`src/mtse_pkg.sv`:
```
// ----------------------------------------------------------------------------
// mtse_pkg
// Shared types and constants for the millisecond timer slot engine.
// ----------------------------------------------------------------------------
`default_nettype none

package mtse_pkg;

  // Fixed field widths
  localparam int unsigned OP_W    = 2;
  localparam int unsigned TIME_W  = 32;
  localparam int unsigned TASK_W  = 8;
  localparam int unsigned STAT_W  = 3;
  localparam int unsigned SLOT_W  = 2;
  localparam int unsigned DAYC_W  = 8;
  localparam int unsigned CFG_W   = 8;
  localparam int unsigned ADDR_W  = 4;
  localparam int unsigned DATA_W  = 32;

  // Time constants in milliseconds
  localparam logic [TIME_W-1:0] DAY_MS  = 32'd86400000;
  localparam logic [TIME_W-1:0] WEEK_MS = 32'd604800000;
  localparam logic [DAYC_W-1:0] DAYC_MAX = 8'hFF;

  // Configuration register indexes
  localparam logic [1:0] REG_TICK_WHOLE = 2'd0;
  localparam logic [1:0] REG_TICK_FRAC  = 2'd1;
  localparam logic [1:0] REG_FRAC_PER   = 2'd2;

  // Configuration reset values
  localparam logic [CFG_W-1:0] TICK_WHOLE_RST = 8'd16;
  localparam logic [CFG_W-1:0] TICK_FRAC_RST  = 8'd48;
  localparam logic [CFG_W-1:0] FRAC_PER_RST   = 8'd125;

  // Input operation codes
  typedef enum logic [OP_W-1:0] {
    OP_TICK    = 2'd0,
    OP_ARM_REL = 2'd1,
    OP_ARM_ABS = 2'd2
  } op_e;

  // Result status codes
  typedef enum logic [STAT_W-1:0] {
    RES_IDLE    = 3'd0,
    RES_EXPIRED = 3'd1,
    RES_ARMED   = 3'd2,
    RES_DUE     = 3'd3,
    RES_NO_SLOT = 3'd4,
    RES_RANGE   = 3'd5
  } res_e;

  // Controller states
  typedef enum logic [2:0] {
    S_IDLE,
    S_ADV,
    S_SCAN,
    S_FIN,
    S_EMIT,
    S_ARM
  } state_e;

  // Commands from controller to datapath
  typedef struct packed {
    logic capture;
    logic advance;
    logic scan;
    logic finish;
    logic emit;
    logic arm;
  } ctrl_cmd_t;

  // Status from datapath to controller
  typedef struct packed {
    logic scan_last;
    logic emit_final;
    logic out_free;
  } dp_status_t;

endpackage

`default_nettype wire

```
`src/mtse_regs.sv`:
```
// ----------------------------------------------------------------------------
// mtse_regs
// APB-style configuration registers for tick step and fraction carry.
// ----------------------------------------------------------------------------
`default_nettype none

module mtse_regs
  import mtse_pkg::*;
(
  input  wire logic              clk_i,
  input  wire logic              rst_ni,
  input  wire logic              psel,
  input  wire logic              penable,
  input  wire logic              pwrite,
  input  wire logic [ADDR_W-1:0] paddr,
  input  wire logic [DATA_W-1:0] pwdata,
  output logic      [DATA_W-1:0] prdata,
  output logic                   pready,
  output logic      [CFG_W-1:0]  tick_whole_o,
  output logic      [CFG_W-1:0]  tick_frac_o,
  output logic      [CFG_W-1:0]  frac_per_o
);

  logic [CFG_W-1:0] tick_whole_q;
  logic [CFG_W-1:0] tick_frac_q;
  logic [CFG_W-1:0] frac_per_q;
  logic             wr_en;
  logic [1:0]       reg_idx;

  assign pready  = 1'b1;
  assign wr_en   = psel & penable & pwrite;
  assign reg_idx = paddr[3:2];

  // Register writes
  always_ff @(posedge clk_i or negedge rst_ni) begin
    if (!rst_ni) begin
      tick_whole_q <= TICK_WHOLE_RST;
      tick_frac_q  <= TICK_FRAC_RST;
      frac_per_q   <= FRAC_PER_RST;
    end else if (wr_en) begin
      unique case (reg_idx)
        REG_TICK_WHOLE: tick_whole_q <= pwdata[CFG_W-1:0];
        REG_TICK_FRAC:  tick_frac_q  <= pwdata[CFG_W-1:0];
        REG_FRAC_PER:   frac_per_q   <= pwdata[CFG_W-1:0];
        default: ;
      endcase
    end
  end

  // Read mux
  always_comb begin
    prdata = '0;
    unique case (reg_idx)
      REG_TICK_WHOLE: prdata = {{(DATA_W-CFG_W){1'b0}}, tick_whole_q};
      REG_TICK_FRAC:  prdata = {{(DATA_W-CFG_W){1'b0}}, tick_frac_q};
      REG_FRAC_PER:   prdata = {{(DATA_W-CFG_W){1'b0}}, frac_per_q};
      default:        prdata = '0;
    endcase
  end

  assign tick_whole_o = tick_whole_q;
  assign tick_frac_o  = tick_frac_q;
  assign frac_per_o   = frac_per_q;

endmodule

`default_nettype wire

```
`src/mtse_ctrl.sv`:
```
// ----------------------------------------------------------------------------
// mtse_ctrl
// Sequencer: accept, advance clock, scan slots, rebase, emit beats, arm.
// ----------------------------------------------------------------------------
`default_nettype none

module mtse_ctrl
  import mtse_pkg::*;
(
  input  wire logic            clk_i,
  input  wire logic            rst_ni,
  input  wire logic            in_valid_i,
  input  wire logic [OP_W-1:0] in_operation_i,
  input  wire dp_status_t      status_i,
  output logic                 in_stall_o,
  output ctrl_cmd_t            cmd_o
);

  state_e state_q, state_d;

  always_ff @(posedge clk_i or negedge rst_ni) begin
    if (!rst_ni) begin
      state_q <= S_IDLE;
    end else begin
      state_q <= state_d;
    end
  end

  // Next state
  always_comb begin
    state_d = state_q;
    unique case (state_q)
      S_IDLE: begin
        if (in_valid_i) begin
          unique case (in_operation_i) inside
            OP_TICK:                state_d = S_ADV;
            OP_ARM_REL, OP_ARM_ABS: state_d = S_ARM;
            default:                state_d = S_IDLE;
          endcase
        end
      end
      S_ADV:  state_d = S_SCAN;
      S_SCAN: if (status_i.scan_last) state_d = S_FIN;
      S_FIN:  state_d = S_EMIT;
      S_EMIT: if (status_i.out_free && status_i.emit_final) state_d = S_IDLE;
      S_ARM:  if (status_i.out_free) state_d = S_IDLE;
      default: state_d = S_IDLE;
    endcase
  end

  // Outputs
  always_comb begin
    cmd_o      = '0;
    in_stall_o = 1'b1;
    unique case (state_q)
      S_IDLE: begin
        in_stall_o    = 1'b0;
        cmd_o.capture = in_valid_i;
      end
      S_ADV:  cmd_o.advance = 1'b1;
      S_SCAN: cmd_o.scan    = 1'b1;
      S_FIN:  cmd_o.finish  = 1'b1;
      S_EMIT: cmd_o.emit    = status_i.out_free;
      S_ARM:  cmd_o.arm     = status_i.out_free;
      default: ;
    endcase
  end

endmodule

`default_nettype wire

```
`src/mtse_dp.sv`:
```
// ----------------------------------------------------------------------------
// mtse_dp
// Datapath: clock and fraction, slot store, expiry mask, result register.
// ----------------------------------------------------------------------------
`default_nettype none

module mtse_dp
  import mtse_pkg::*;
#(
  parameter int unsigned NUM_SLOTS = 4
) (
  input  wire logic              clk_i,
  input  wire logic              rst_ni,
  input  wire ctrl_cmd_t         cmd_i,
  output dp_status_t             status_o,
  input  wire logic [OP_W-1:0]   in_operation_i,
  input  wire logic [TIME_W-1:0] in_time_value_i,
  input  wire logic [TASK_W-1:0] in_task_id_i,
  input  wire logic [CFG_W-1:0]  tick_whole_i,
  input  wire logic [CFG_W-1:0]  tick_frac_i,
  input  wire logic [CFG_W-1:0]  frac_per_i,
  input  wire logic              out_stall_i,
  output logic                   out_valid_o,
  output logic      [STAT_W-1:0] out_status_o,
  output logic      [TASK_W-1:0] out_task_id_res_o,
  output logic      [SLOT_W-1:0] out_slot_o,
  output logic      [TIME_W-1:0] out_now_ms_o,
  output logic      [DAYC_W-1:0] out_day_count_o,
  output logic                   out_last_o
);

  localparam int unsigned IDX_W = (NUM_SLOTS > 1) ? $clog2(NUM_SLOTS) : 1;

  // Clock state
  logic [TIME_W-1:0] now_q;
  logic [CFG_W-1:0]  frac_q;
  logic [DAYC_W-1:0] day_q;
  logic              rebase_q;

  // Slot store
  logic [NUM_SLOTS-1:0] used_q;
  logic [TIME_W-1:0]    dl_q   [NUM_SLOTS];
  logic [TASK_W-1:0]    task_q [NUM_SLOTS];

  // Scan / emit bookkeeping
  logic [IDX_W-1:0]     idx_q;
  logic [NUM_SLOTS-1:0] mask_q;

  // Captured item
  logic              rel_q;
  logic [TIME_W-1:0] tv_q;
  logic [TASK_W-1:0] tin_q;

  // Result register
  logic              out_valid_q;
  logic [STAT_W-1:0] res_stat_q;
  logic [TASK_W-1:0] res_task_q;
  logic [SLOT_W-1:0] res_slot_q;
  logic [TIME_W-1:0] res_now_q;
  logic [DAYC_W-1:0] res_day_q;
  logic              res_last_q;

  logic out_free;
  assign out_free = !out_valid_q || !out_stall_i;

  // Clock advance with fraction carry
  logic [CFG_W:0]    frac_sum;
  logic              frac_carry;
  logic [CFG_W:0]    frac_rem;
  logic [TIME_W-1:0] now_adv;

  always_comb begin
    frac_sum   = {1'b0, frac_q} + {1'b0, tick_frac_i};
    frac_carry = frac_sum >= {1'b0, frac_per_i};
    frac_rem   = frac_carry ? (frac_sum - {1'b0, frac_per_i}) : frac_sum;
    now_adv    = now_q + {{(TIME_W-CFG_W){1'b0}}, tick_whole_i}
                       + {{(TIME_W-1){1'b0}}, frac_carry};
  end

  // Scan compare at the current slot
  logic scan_hit;
  assign scan_hit = used_q[idx_q] && (dl_q[idx_q] <= now_q);

  // Lowest pending expiry
  logic [IDX_W-1:0] emit_idx;
  logic [NUM_SLOTS-1:0] mask_rest;

  always_comb begin
    emit_idx = '0;
    for (int i = NUM_SLOTS - 1; i >= 0; i--) begin
      if (mask_q[i]) emit_idx = IDX_W'(i);
    end
    mask_rest = mask_q & (mask_q - NUM_SLOTS'(1));
  end

  // Lowest free slot for arm
  logic [IDX_W-1:0] free_idx;
  logic             any_free;

  always_comb begin
    free_idx = '0;
    for (int i = NUM_SLOTS - 1; i >= 0; i--) begin
      if (!used_q[i]) free_idx = IDX_W'(i);
    end
    any_free = !(&used_q);
  end

  // Arm checks
  logic [TIME_W:0] now_ext;
  logic [TIME_W:0] wake;
  logic            arm_range;
  logic            arm_due;

  always_comb begin
    now_ext   = {1'b0, now_q};
    wake      = rel_q ? (now_ext + {1'b0, tv_q}) : {1'b0, tv_q};
    arm_range = rel_q ? (tv_q >= DAY_MS) : ({1'b0, tv_q} >= (now_ext + {1'b0, DAY_MS}));
    arm_due   = wake <= now_ext;
  end

  // Slot index onto the result field width
  function automatic logic [SLOT_W-1:0] to_slot(input logic [IDX_W-1:0] idx);
    logic [IDX_W+SLOT_W-1:0] tmp;
    tmp = {{SLOT_W{1'b0}}, idx};
    return tmp[SLOT_W-1:0];
  endfunction

  // Control state
  always_ff @(posedge clk_i or negedge rst_ni) begin
    if (!rst_ni) begin
      now_q    <= '0;
      frac_q   <= '0;
      day_q    <= '0;
      rebase_q <= 1'b0;
      used_q   <= '0;
      idx_q    <= '0;
      mask_q   <= '0;
    end else begin
      if (cmd_i.advance) begin
        now_q    <= now_adv;
        frac_q   <= frac_rem[CFG_W-1:0];
        rebase_q <= now_adv >= WEEK_MS;
        idx_q    <= '0;
        mask_q   <= '0;
      end
      if (cmd_i.scan) begin
        if (scan_hit) begin
          mask_q[idx_q] <= 1'b1;
          used_q[idx_q] <= 1'b0;
        end
        idx_q <= idx_q + IDX_W'(1);
      end
      if (cmd_i.finish && rebase_q) begin
        now_q <= now_q - DAY_MS;
        if (day_q != DAYC_MAX) day_q <= day_q + DAYC_W'(1);
      end
      if (cmd_i.emit) begin
        mask_q <= mask_rest;
      end
      if (cmd_i.arm && !arm_range && !arm_due && any_free) begin
        used_q[free_idx] <= 1'b1;
      end
    end
  end

  // Slot payload and captured item
  always_ff @(posedge clk_i) begin
    if (cmd_i.capture) begin
      rel_q <= in_operation_i == OP_ARM_REL;
      tv_q  <= in_time_value_i;
      tin_q <= in_task_id_i;
    end
    if (cmd_i.scan && used_q[idx_q] && !scan_hit && rebase_q) begin
      dl_q[idx_q] <= dl_q[idx_q] - DAY_MS;
    end
    if (cmd_i.arm && !arm_range && !arm_due && any_free) begin
      dl_q[free_idx]   <= wake[TIME_W-1:0];
      task_q[free_idx] <= tin_q;
    end
  end

  // Result register valid
  always_ff @(posedge clk_i or negedge rst_ni) begin
    if (!rst_ni) begin
      out_valid_q <= 1'b0;
    end else if (cmd_i.emit || cmd_i.arm) begin
      out_valid_q <= 1'b1;
    end else if (!out_stall_i) begin
      out_valid_q <= 1'b0;
    end
  end

  // Result payload
  always_ff @(posedge clk_i) begin
    if (cmd_i.emit) begin
      res_now_q  <= now_q;
      res_day_q  <= day_q;
      res_last_q <= mask_rest == '0;
      if (mask_q == '0) begin
        res_stat_q <= RES_IDLE;
        res_task_q <= '0;
        res_slot_q <= '0;
      end else begin
        res_stat_q <= RES_EXPIRED;
        res_task_q <= task_q[emit_idx];
        res_slot_q <= to_slot(emit_idx);
      end
    end else if (cmd_i.arm) begin
      res_now_q  <= now_q;
      res_day_q  <= day_q;
      res_last_q <= 1'b1;
      res_task_q <= tin_q;
      res_slot_q <= '0;
      if (arm_range) begin
        res_stat_q <= RES_RANGE;
      end else if (arm_due) begin
        res_stat_q <= RES_DUE;
      end else if (!any_free) begin
        res_stat_q <= RES_NO_SLOT;
      end else begin
        res_stat_q <= RES_ARMED;
        res_slot_q <= to_slot(free_idx);
      end
    end
  end

  // Status to controller
  assign status_o.scan_last  = idx_q == IDX_W'(NUM_SLOTS - 1);
  assign status_o.emit_final = mask_rest == '0;
  assign status_o.out_free   = out_free;

  assign out_valid_o       = out_valid_q;
  assign out_status_o      = res_stat_q;
  assign out_task_id_res_o = res_task_q;
  assign out_slot_o        = res_slot_q;
  assign out_now_ms_o      = res_now_q;
  assign out_day_count_o   = res_day_q;
  assign out_last_o        = res_last_q;

endmodule

`default_nettype wire

```
`src/millisecond_timer_slot_engine.sv`:
```
// ----------------------------------------------------------------------------
// millisecond_timer_slot_engine
// Millisecond clock with day rebase and one-shot wakeup slots.
// ----------------------------------------------------------------------------
// Tick: after accept, advance the clock, compare one slot per cycle, rebase;
//   then one beat per cycle per expiry while the output is free.
// Arm: the result beat is registered once the output is free; the next item
//   is taken after that, back in idle.
// One item in flight at a time; the next is taken once its last beat loads.
// Reset clears clock, fraction, day count and slot use; config takes defaults.
`default_nettype none

module millisecond_timer_slot_engine
  import mtse_pkg::*;
#(
  parameter int unsigned NUM_SLOTS = 4
) (
  input  wire logic              clk_i,
  input  wire logic              rst_ni,
  // Input channel
  input  wire logic              in_valid_i,
  output logic                   in_stall_o,
  input  wire logic [OP_W-1:0]   in_operation_i,
  input  wire logic [TIME_W-1:0] in_time_value_i,
  input  wire logic [TASK_W-1:0] in_task_id_i,
  // Output channel
  output logic                   out_valid_o,
  input  wire logic              out_stall_i,
  output logic      [STAT_W-1:0] out_status_o,
  output logic      [TASK_W-1:0] out_task_id_res_o,
  output logic      [SLOT_W-1:0] out_slot_o,
  output logic      [TIME_W-1:0] out_now_ms_o,
  output logic      [DAYC_W-1:0] out_day_count_o,
  output logic                   out_last_o,
  // Configuration port
  input  wire logic              psel,
  input  wire logic              penable,
  input  wire logic              pwrite,
  input  wire logic [ADDR_W-1:0] paddr,
  input  wire logic [DATA_W-1:0] pwdata,
  output logic      [DATA_W-1:0] prdata,
  output logic                   pready
);

  logic [CFG_W-1:0] tick_whole;
  logic [CFG_W-1:0] tick_frac;
  logic [CFG_W-1:0] frac_per;
  ctrl_cmd_t        cmd;
  dp_status_t       dp_status;

  // Configuration registers
  mtse_regs u_regs (
    .clk_i        (clk_i),
    .rst_ni       (rst_ni),
    .psel         (psel),
    .penable      (penable),
    .pwrite       (pwrite),
    .paddr        (paddr),
    .pwdata       (pwdata),
    .prdata       (prdata),
    .pready       (pready),
    .tick_whole_o (tick_whole),
    .tick_frac_o  (tick_frac),
    .frac_per_o   (frac_per)
  );

  // Sequencer
  mtse_ctrl u_ctrl (
    .clk_i          (clk_i),
    .rst_ni         (rst_ni),
    .in_valid_i     (in_valid_i),
    .in_operation_i (in_operation_i),
    .status_i       (dp_status),
    .in_stall_o     (in_stall_o),
    .cmd_o          (cmd)
  );

  // Datapath
  mtse_dp #(
    .NUM_SLOTS (NUM_SLOTS)
  ) u_dp (
    .clk_i             (clk_i),
    .rst_ni            (rst_ni),
    .cmd_i             (cmd),
    .status_o          (dp_status),
    .in_operation_i    (in_operation_i),
    .in_time_value_i   (in_time_value_i),
    .in_task_id_i      (in_task_id_i),
    .tick_whole_i      (tick_whole),
    .tick_frac_i       (tick_frac),
    .frac_per_i        (frac_per),
    .out_stall_i       (out_stall_i),
    .out_valid_o       (out_valid_o),
    .out_status_o      (out_status_o),
    .out_task_id_res_o (out_task_id_res_o),
    .out_slot_o        (out_slot_o),
    .out_now_ms_o      (out_now_ms_o),
    .out_day_count_o   (out_day_count_o),
    .out_last_o        (out_last_o)
  );

endmodule

`default_nettype wire

```
`config.mk`:
```
export PLATFORM = sky130hd
export DESIGN_NAME = millisecond_timer_slot_engine
export DESIGN_NICKNAME = d
export VERILOG_FILES = /design/src/mtse_pkg.sv /design/src/mtse_regs.sv /design/src/mtse_ctrl.sv /design/src/mtse_dp.sv /design/src/millisecond_timer_slot_engine.sv
export SDC_FILE = /design/constraint.sdc
export NUM_CORES = 1
export LEC_CHECK = 0
export ABC_AREA = 1
export ABC_CLOCK_PERIOD_IN_PS = 8280
export BUFFER_PORTS_ARGS = -buffer_cell sky130_fd_sc_hd__buf_2
export CAP_MARGIN = 20
export CORE_ASPECT_RATIO = 0.9
export CORE_UTILIZATION = 52
export CTS_BUF_LIST = sky130_fd_sc_hd__clkbuf_16
export DETAILED_ROUTE_END_ITERATION = 6
export HOLD_SLACK_MARGIN = 0.15
export PLACE_DENSITY = 0.73
export SYNTH_ARGS = -nofsm -noshare
export SYNTH_HDL_FRONTEND = slang
export SYNTH_SLANG_ARGS = --single-unit
```
`constraint.sdc`:
```
create_clock -name clk_i -period 8.28 [get_ports clk_i]
set_clock_uncertainty 0.05 [all_clocks]
set_input_delay 1.242 -clock clk_i [delete_from_list [all_inputs] [get_ports clk_i]]
set_output_delay 1.242 -clock clk_i [all_outputs]
set_load 0.02 [all_outputs]
```
==> summary.txt <==
GRT
  • First-pass GRT wire length: 88200 um
  • Vias in the first global route: 16300
  • Initial antenna violation count: 0
  • Largest net degree at the start of global routing: 73
  • Tot GR Track Use: 26.9%
  • Total congestion overflow: 0

Pwr
  • Pwr per Cell Area: 377 nW/um2
  • Leak pwr: 10.1 nW
  • Total power: 0.00877 W
  • Maximum vdd drop: 0.281 mV

Synth
  • Syn Inst Count: 2375
  • FFs w/ async S/R, synth: 25.4%
  • Synthesis Warnings: 0
  • Synth unique cells: 65
  • EDFF count, synth: 255
  • Post-Syn Area per Cell: 8.91 um2
  • Mapped cell area: 21200 um2
  • Ys flop type: edfxtp_1
  • Share of the yosys chip area belonging to registers: 46.5%
  • Seq cells post-synth: 342

Setup path
  • Type of destination of the critical path: register
  • FF-to-FF Start: u_dp.now_q[1]$_DFFE_PN0P_
  • Slowest cell on crit path: inv_2
  • CP Capture Point: u_dp.dl_q[0][19]$_DFFE_PP_
  • Crit path max fanout: 41
  • Critical path class: reg2reg
  • Critical Path RT: 8.46 ns
  • Crit-path max cell delay: 0.68 ns
  • Arr. time, crit path: 6.14 ns
  • Crit path from: u_dp.now_q[1]$_DFFE_PN0P_
  • CP most frequent cell: nand2_1
  • Worst reg2reg path depth: 32
  • Crit path launch type: register
  • Worst reg2reg path endpoint: u_dp.dl_q[0][19]$_DFFE_PP_
  • Worst R2R Setup Slack: 2.32 ns

Routing
  • DRC violations left: 0
  • Mean number of vias per cell: 5.57
  • Wire per inst: 18.2 um
  • Initial drt markers: 1252
  • Post-route antenna net violation count: 0
  • Routed via count: 16900
  • Total wire length: 55400 um
  • Drt first pass iters: 6

Min path
  • Worst min path class: reg2reg

Timing
  • Max Slew Vio Count: 0
  • PnR worst setup slack: 2.32 ns
  • Worst-margin pin slew: 0.974 ns
  • Final setup vio count: 0
  • Final Hold Fails: 0
  • Final min period: 5.96 ns
  • Max Freq: 0.168 GHz
  • RSZ-0062 raised after global routing: no
  • Fin crit share: 72.0%
  • Max_slew headroom: 35.1%
  • Setup TNS: 0 ns

Die
  • Die H: 193 um
  • Rows: 69
  • Initial core utilization: 53.1%
  • Core area: 39800 um2
  • Ports: 174
  • Die X: 215 um
  • Die area: 41500 um2

Clocking
  • Cts hold-fix bufs: 0
  • Post_cts resized: 0
  • Post-CTS setup buffers: 0
  • Clk_lat worst skew: 0.56 ns
  • TritonCTS Buffers: 37
  • Maximum buffer depth of the clock tree: 3
  • Depth of the CTS H-tree: 2
  • Clock Sinks: 342
  • Root buf cell: clkbuf_16
  • Worst-path clk slew: 0.07 ns
  • TritonCTS clock tree: done

Layout
  • Area Overhead vs Synth: 10.0%
  • Layout cells sized above 1: 10.8%
  • Register area: 9850 um2
  • Most frequent cells in the layout: nand2_1 (581), edfxtp_1 (255), inv_1 (219)
  • Diode count: 0
  • Nets: 2733
  • # fillers: 3527
  • Commonest non-fill, non-tap cell in the layout: nand2_1
  • Final instance area: 23300 um2
  • Multi-input logic area: 9970 um2
  • Utilization after layout: 58.5%

Placement
  • DP Worst Slack: 2.42 ns
  • IO Port Bufs: 122
  • HPWL after DPL: 41200 um
  • Routability Congestion: 0.945
  • Placed instance area: 22100 um2

Run status
  • Status: completed

Flow run
  • Max-capacitance violation count: 0
==> layout make-up <==
class | count | area share (%)
Clock buffer | 39 | 4.19
Clock inverter | 27 | 0.930
Inverter | 235 | 3.81
Multi-Input combinational cell | 1732 | 42.8
Sequential cell | 342 | 42.3
Tap cell | 532 | 2.86
Timing Repair Buffer | 135 | 3.04
==> worst min-delay path by stage <==
stage	from	end	slack (ns)	cells past startpoint
after floorplan	u_dp.now_q[15]$_DFFE_PN0P_	u_dp.out_now_ms_o[15]$_DFFE_PP_	0.40	0
after global placement	u_regs.frac_per_o[7]$_DFFE_PN0P_	u_regs.frac_per_o[7]$_DFFE_PN0P_	0.42	2
after detailed placement	u_dp.frac_q[7]$_DFFE_PN0P_	u_dp.frac_q[7]$_DFFE_PN0P_	0.42	2
after CTS	u_dp.frac_q[7]$_DFFE_PN0P_	u_dp.frac_q[7]$_DFFE_PN0P_	0.44	2
after global routing	u_dp.frac_q[4]$_DFFE_PN0P_	u_dp.frac_q[4]$_DFFE_PN0P_	0.46	2
final	u_dp.frac_q[7]$_DFFE_PN0P_	u_dp.frac_q[7]$_DFFE_PN0P_	0.44	2
==> routing by layer <==
layer	up-vias	part of all wire (%)	track usage, %
li1	8330	-	-
met1	8014	45	37.4
met5	-	0	0
met2	524	47	44.6
met4	0	1.8	7.06
met3	77	5.7	3.30
==> flip-flops by register name (all words and copies together) (netlist names), 2 cells and up <==
signal and flops:
u_dp.day_q 8, u_dp.out_now_ms_o 32, u_dp.mask_q 4, u_dp.tv_q 32, u_regs.tick_whole_o 8, u_dp.dl_q 128, u_dp.out_slot_o 2, u_dp.tin_q 8
u_regs.tick_frac_o 8, u_dp.now_q 32, u_regs.frac_per_o 8, u_dp.idx_q 2, u_dp.task_q 32, u_dp.out_day_count_o 8, u_ctrl.state_q 3, u_dp.used_q 4
u_dp.out_status_o 3, u_dp.out_task_id_res_o 8, u_dp.frac_q 8
==> cell families (layout without fill, tap and decap cells) <==
kind of cell / Yosys count / in the layout / synth area share, %
flip-flops: 342 / 342 / 46.5
AO/OA/AOI/OAI: 478 / 478 / 13.5
multiplexers: 4 / 4 / 0.189
buffers and inverters: 324 / 436 / 6.87
AND/OR/NAND/NOR: 969 / 969 / 19.2
other: 2 / 25 / 0.0355
XOR/XNOR: 91 / 91 / 3.77
adder cells (fa/ha/maj): 165 / 165 / 9.94
==> cells in the mapped netlist (16+ instances only) <==
| cell | number | area share [%] |
|---|---|---|
| nor3_1 | 28 | 0.66 |
| buf_4 | 34 | 1.2 |
| nand2_1 | 581 | 10 |
| xor2_1 | 77 | 3.2 |
| nand4_1 | 23 | 0.68 |
| clkbuf_1 | 28 | 0.50 |
| nor2_1 | 188 | 3.3 |
| o21ai_1 | 16 | 0.38 |
| ha_1 | 160 | 9.5 |
| edfxtp_1 | 255 | 36 |
| nand3_1 | 92 | 2.2 |
| a21o_1 | 17 | 0.60 |
| a21oi_1 | 146 | 3.5 |
| inv_1 | 216 | 3.8 |
| dfrtp_1 | 78 | 9.2 |
| o21ai_0 | 180 | 4.3 |
| o211ai_1 | 18 | 0.64 |
==> report_power, final <==
| part | total (W) | internal [W] | switching, W |
|---|---|---|---|
| Clock | 0.00164 | 0.000951 | 0.000686 |
| Sequential | 0.00273 | 0.00240 | 0.000325 |
| Combinational | 0.00441 | 0.00147 | 0.00294 |
| Total | 0.00877 | 0.00482 | 0.00395 |
==> stage by stage <==
| stage | cells | hold slack (ns) |
|---|---|---|
| finish | 3042 | 0.438 |
| global route | 3042 | 0.457 |
| CTS | 3041 | 0.439 |
| detailed placement | 2975 | 0.421 |
| global placement | 2974 | 0.418 |
| floorplan | 2398 | 0.395 |
==> worst max-delay path, delay by kind of cell, from the launching register on <==
family                   cells  cell delay, ns
AO/OA/AOI/OAI                5            1.20
XOR/XNOR                     1            0.16
adder cells (fa/ha/maj)      2            0.64
buffers and inverters        4            1.00
flip-flops                   1            0.49
AND/OR/NAND/NOR             20            2.04
Note: power is estimated with default switching activity, not from simulation.
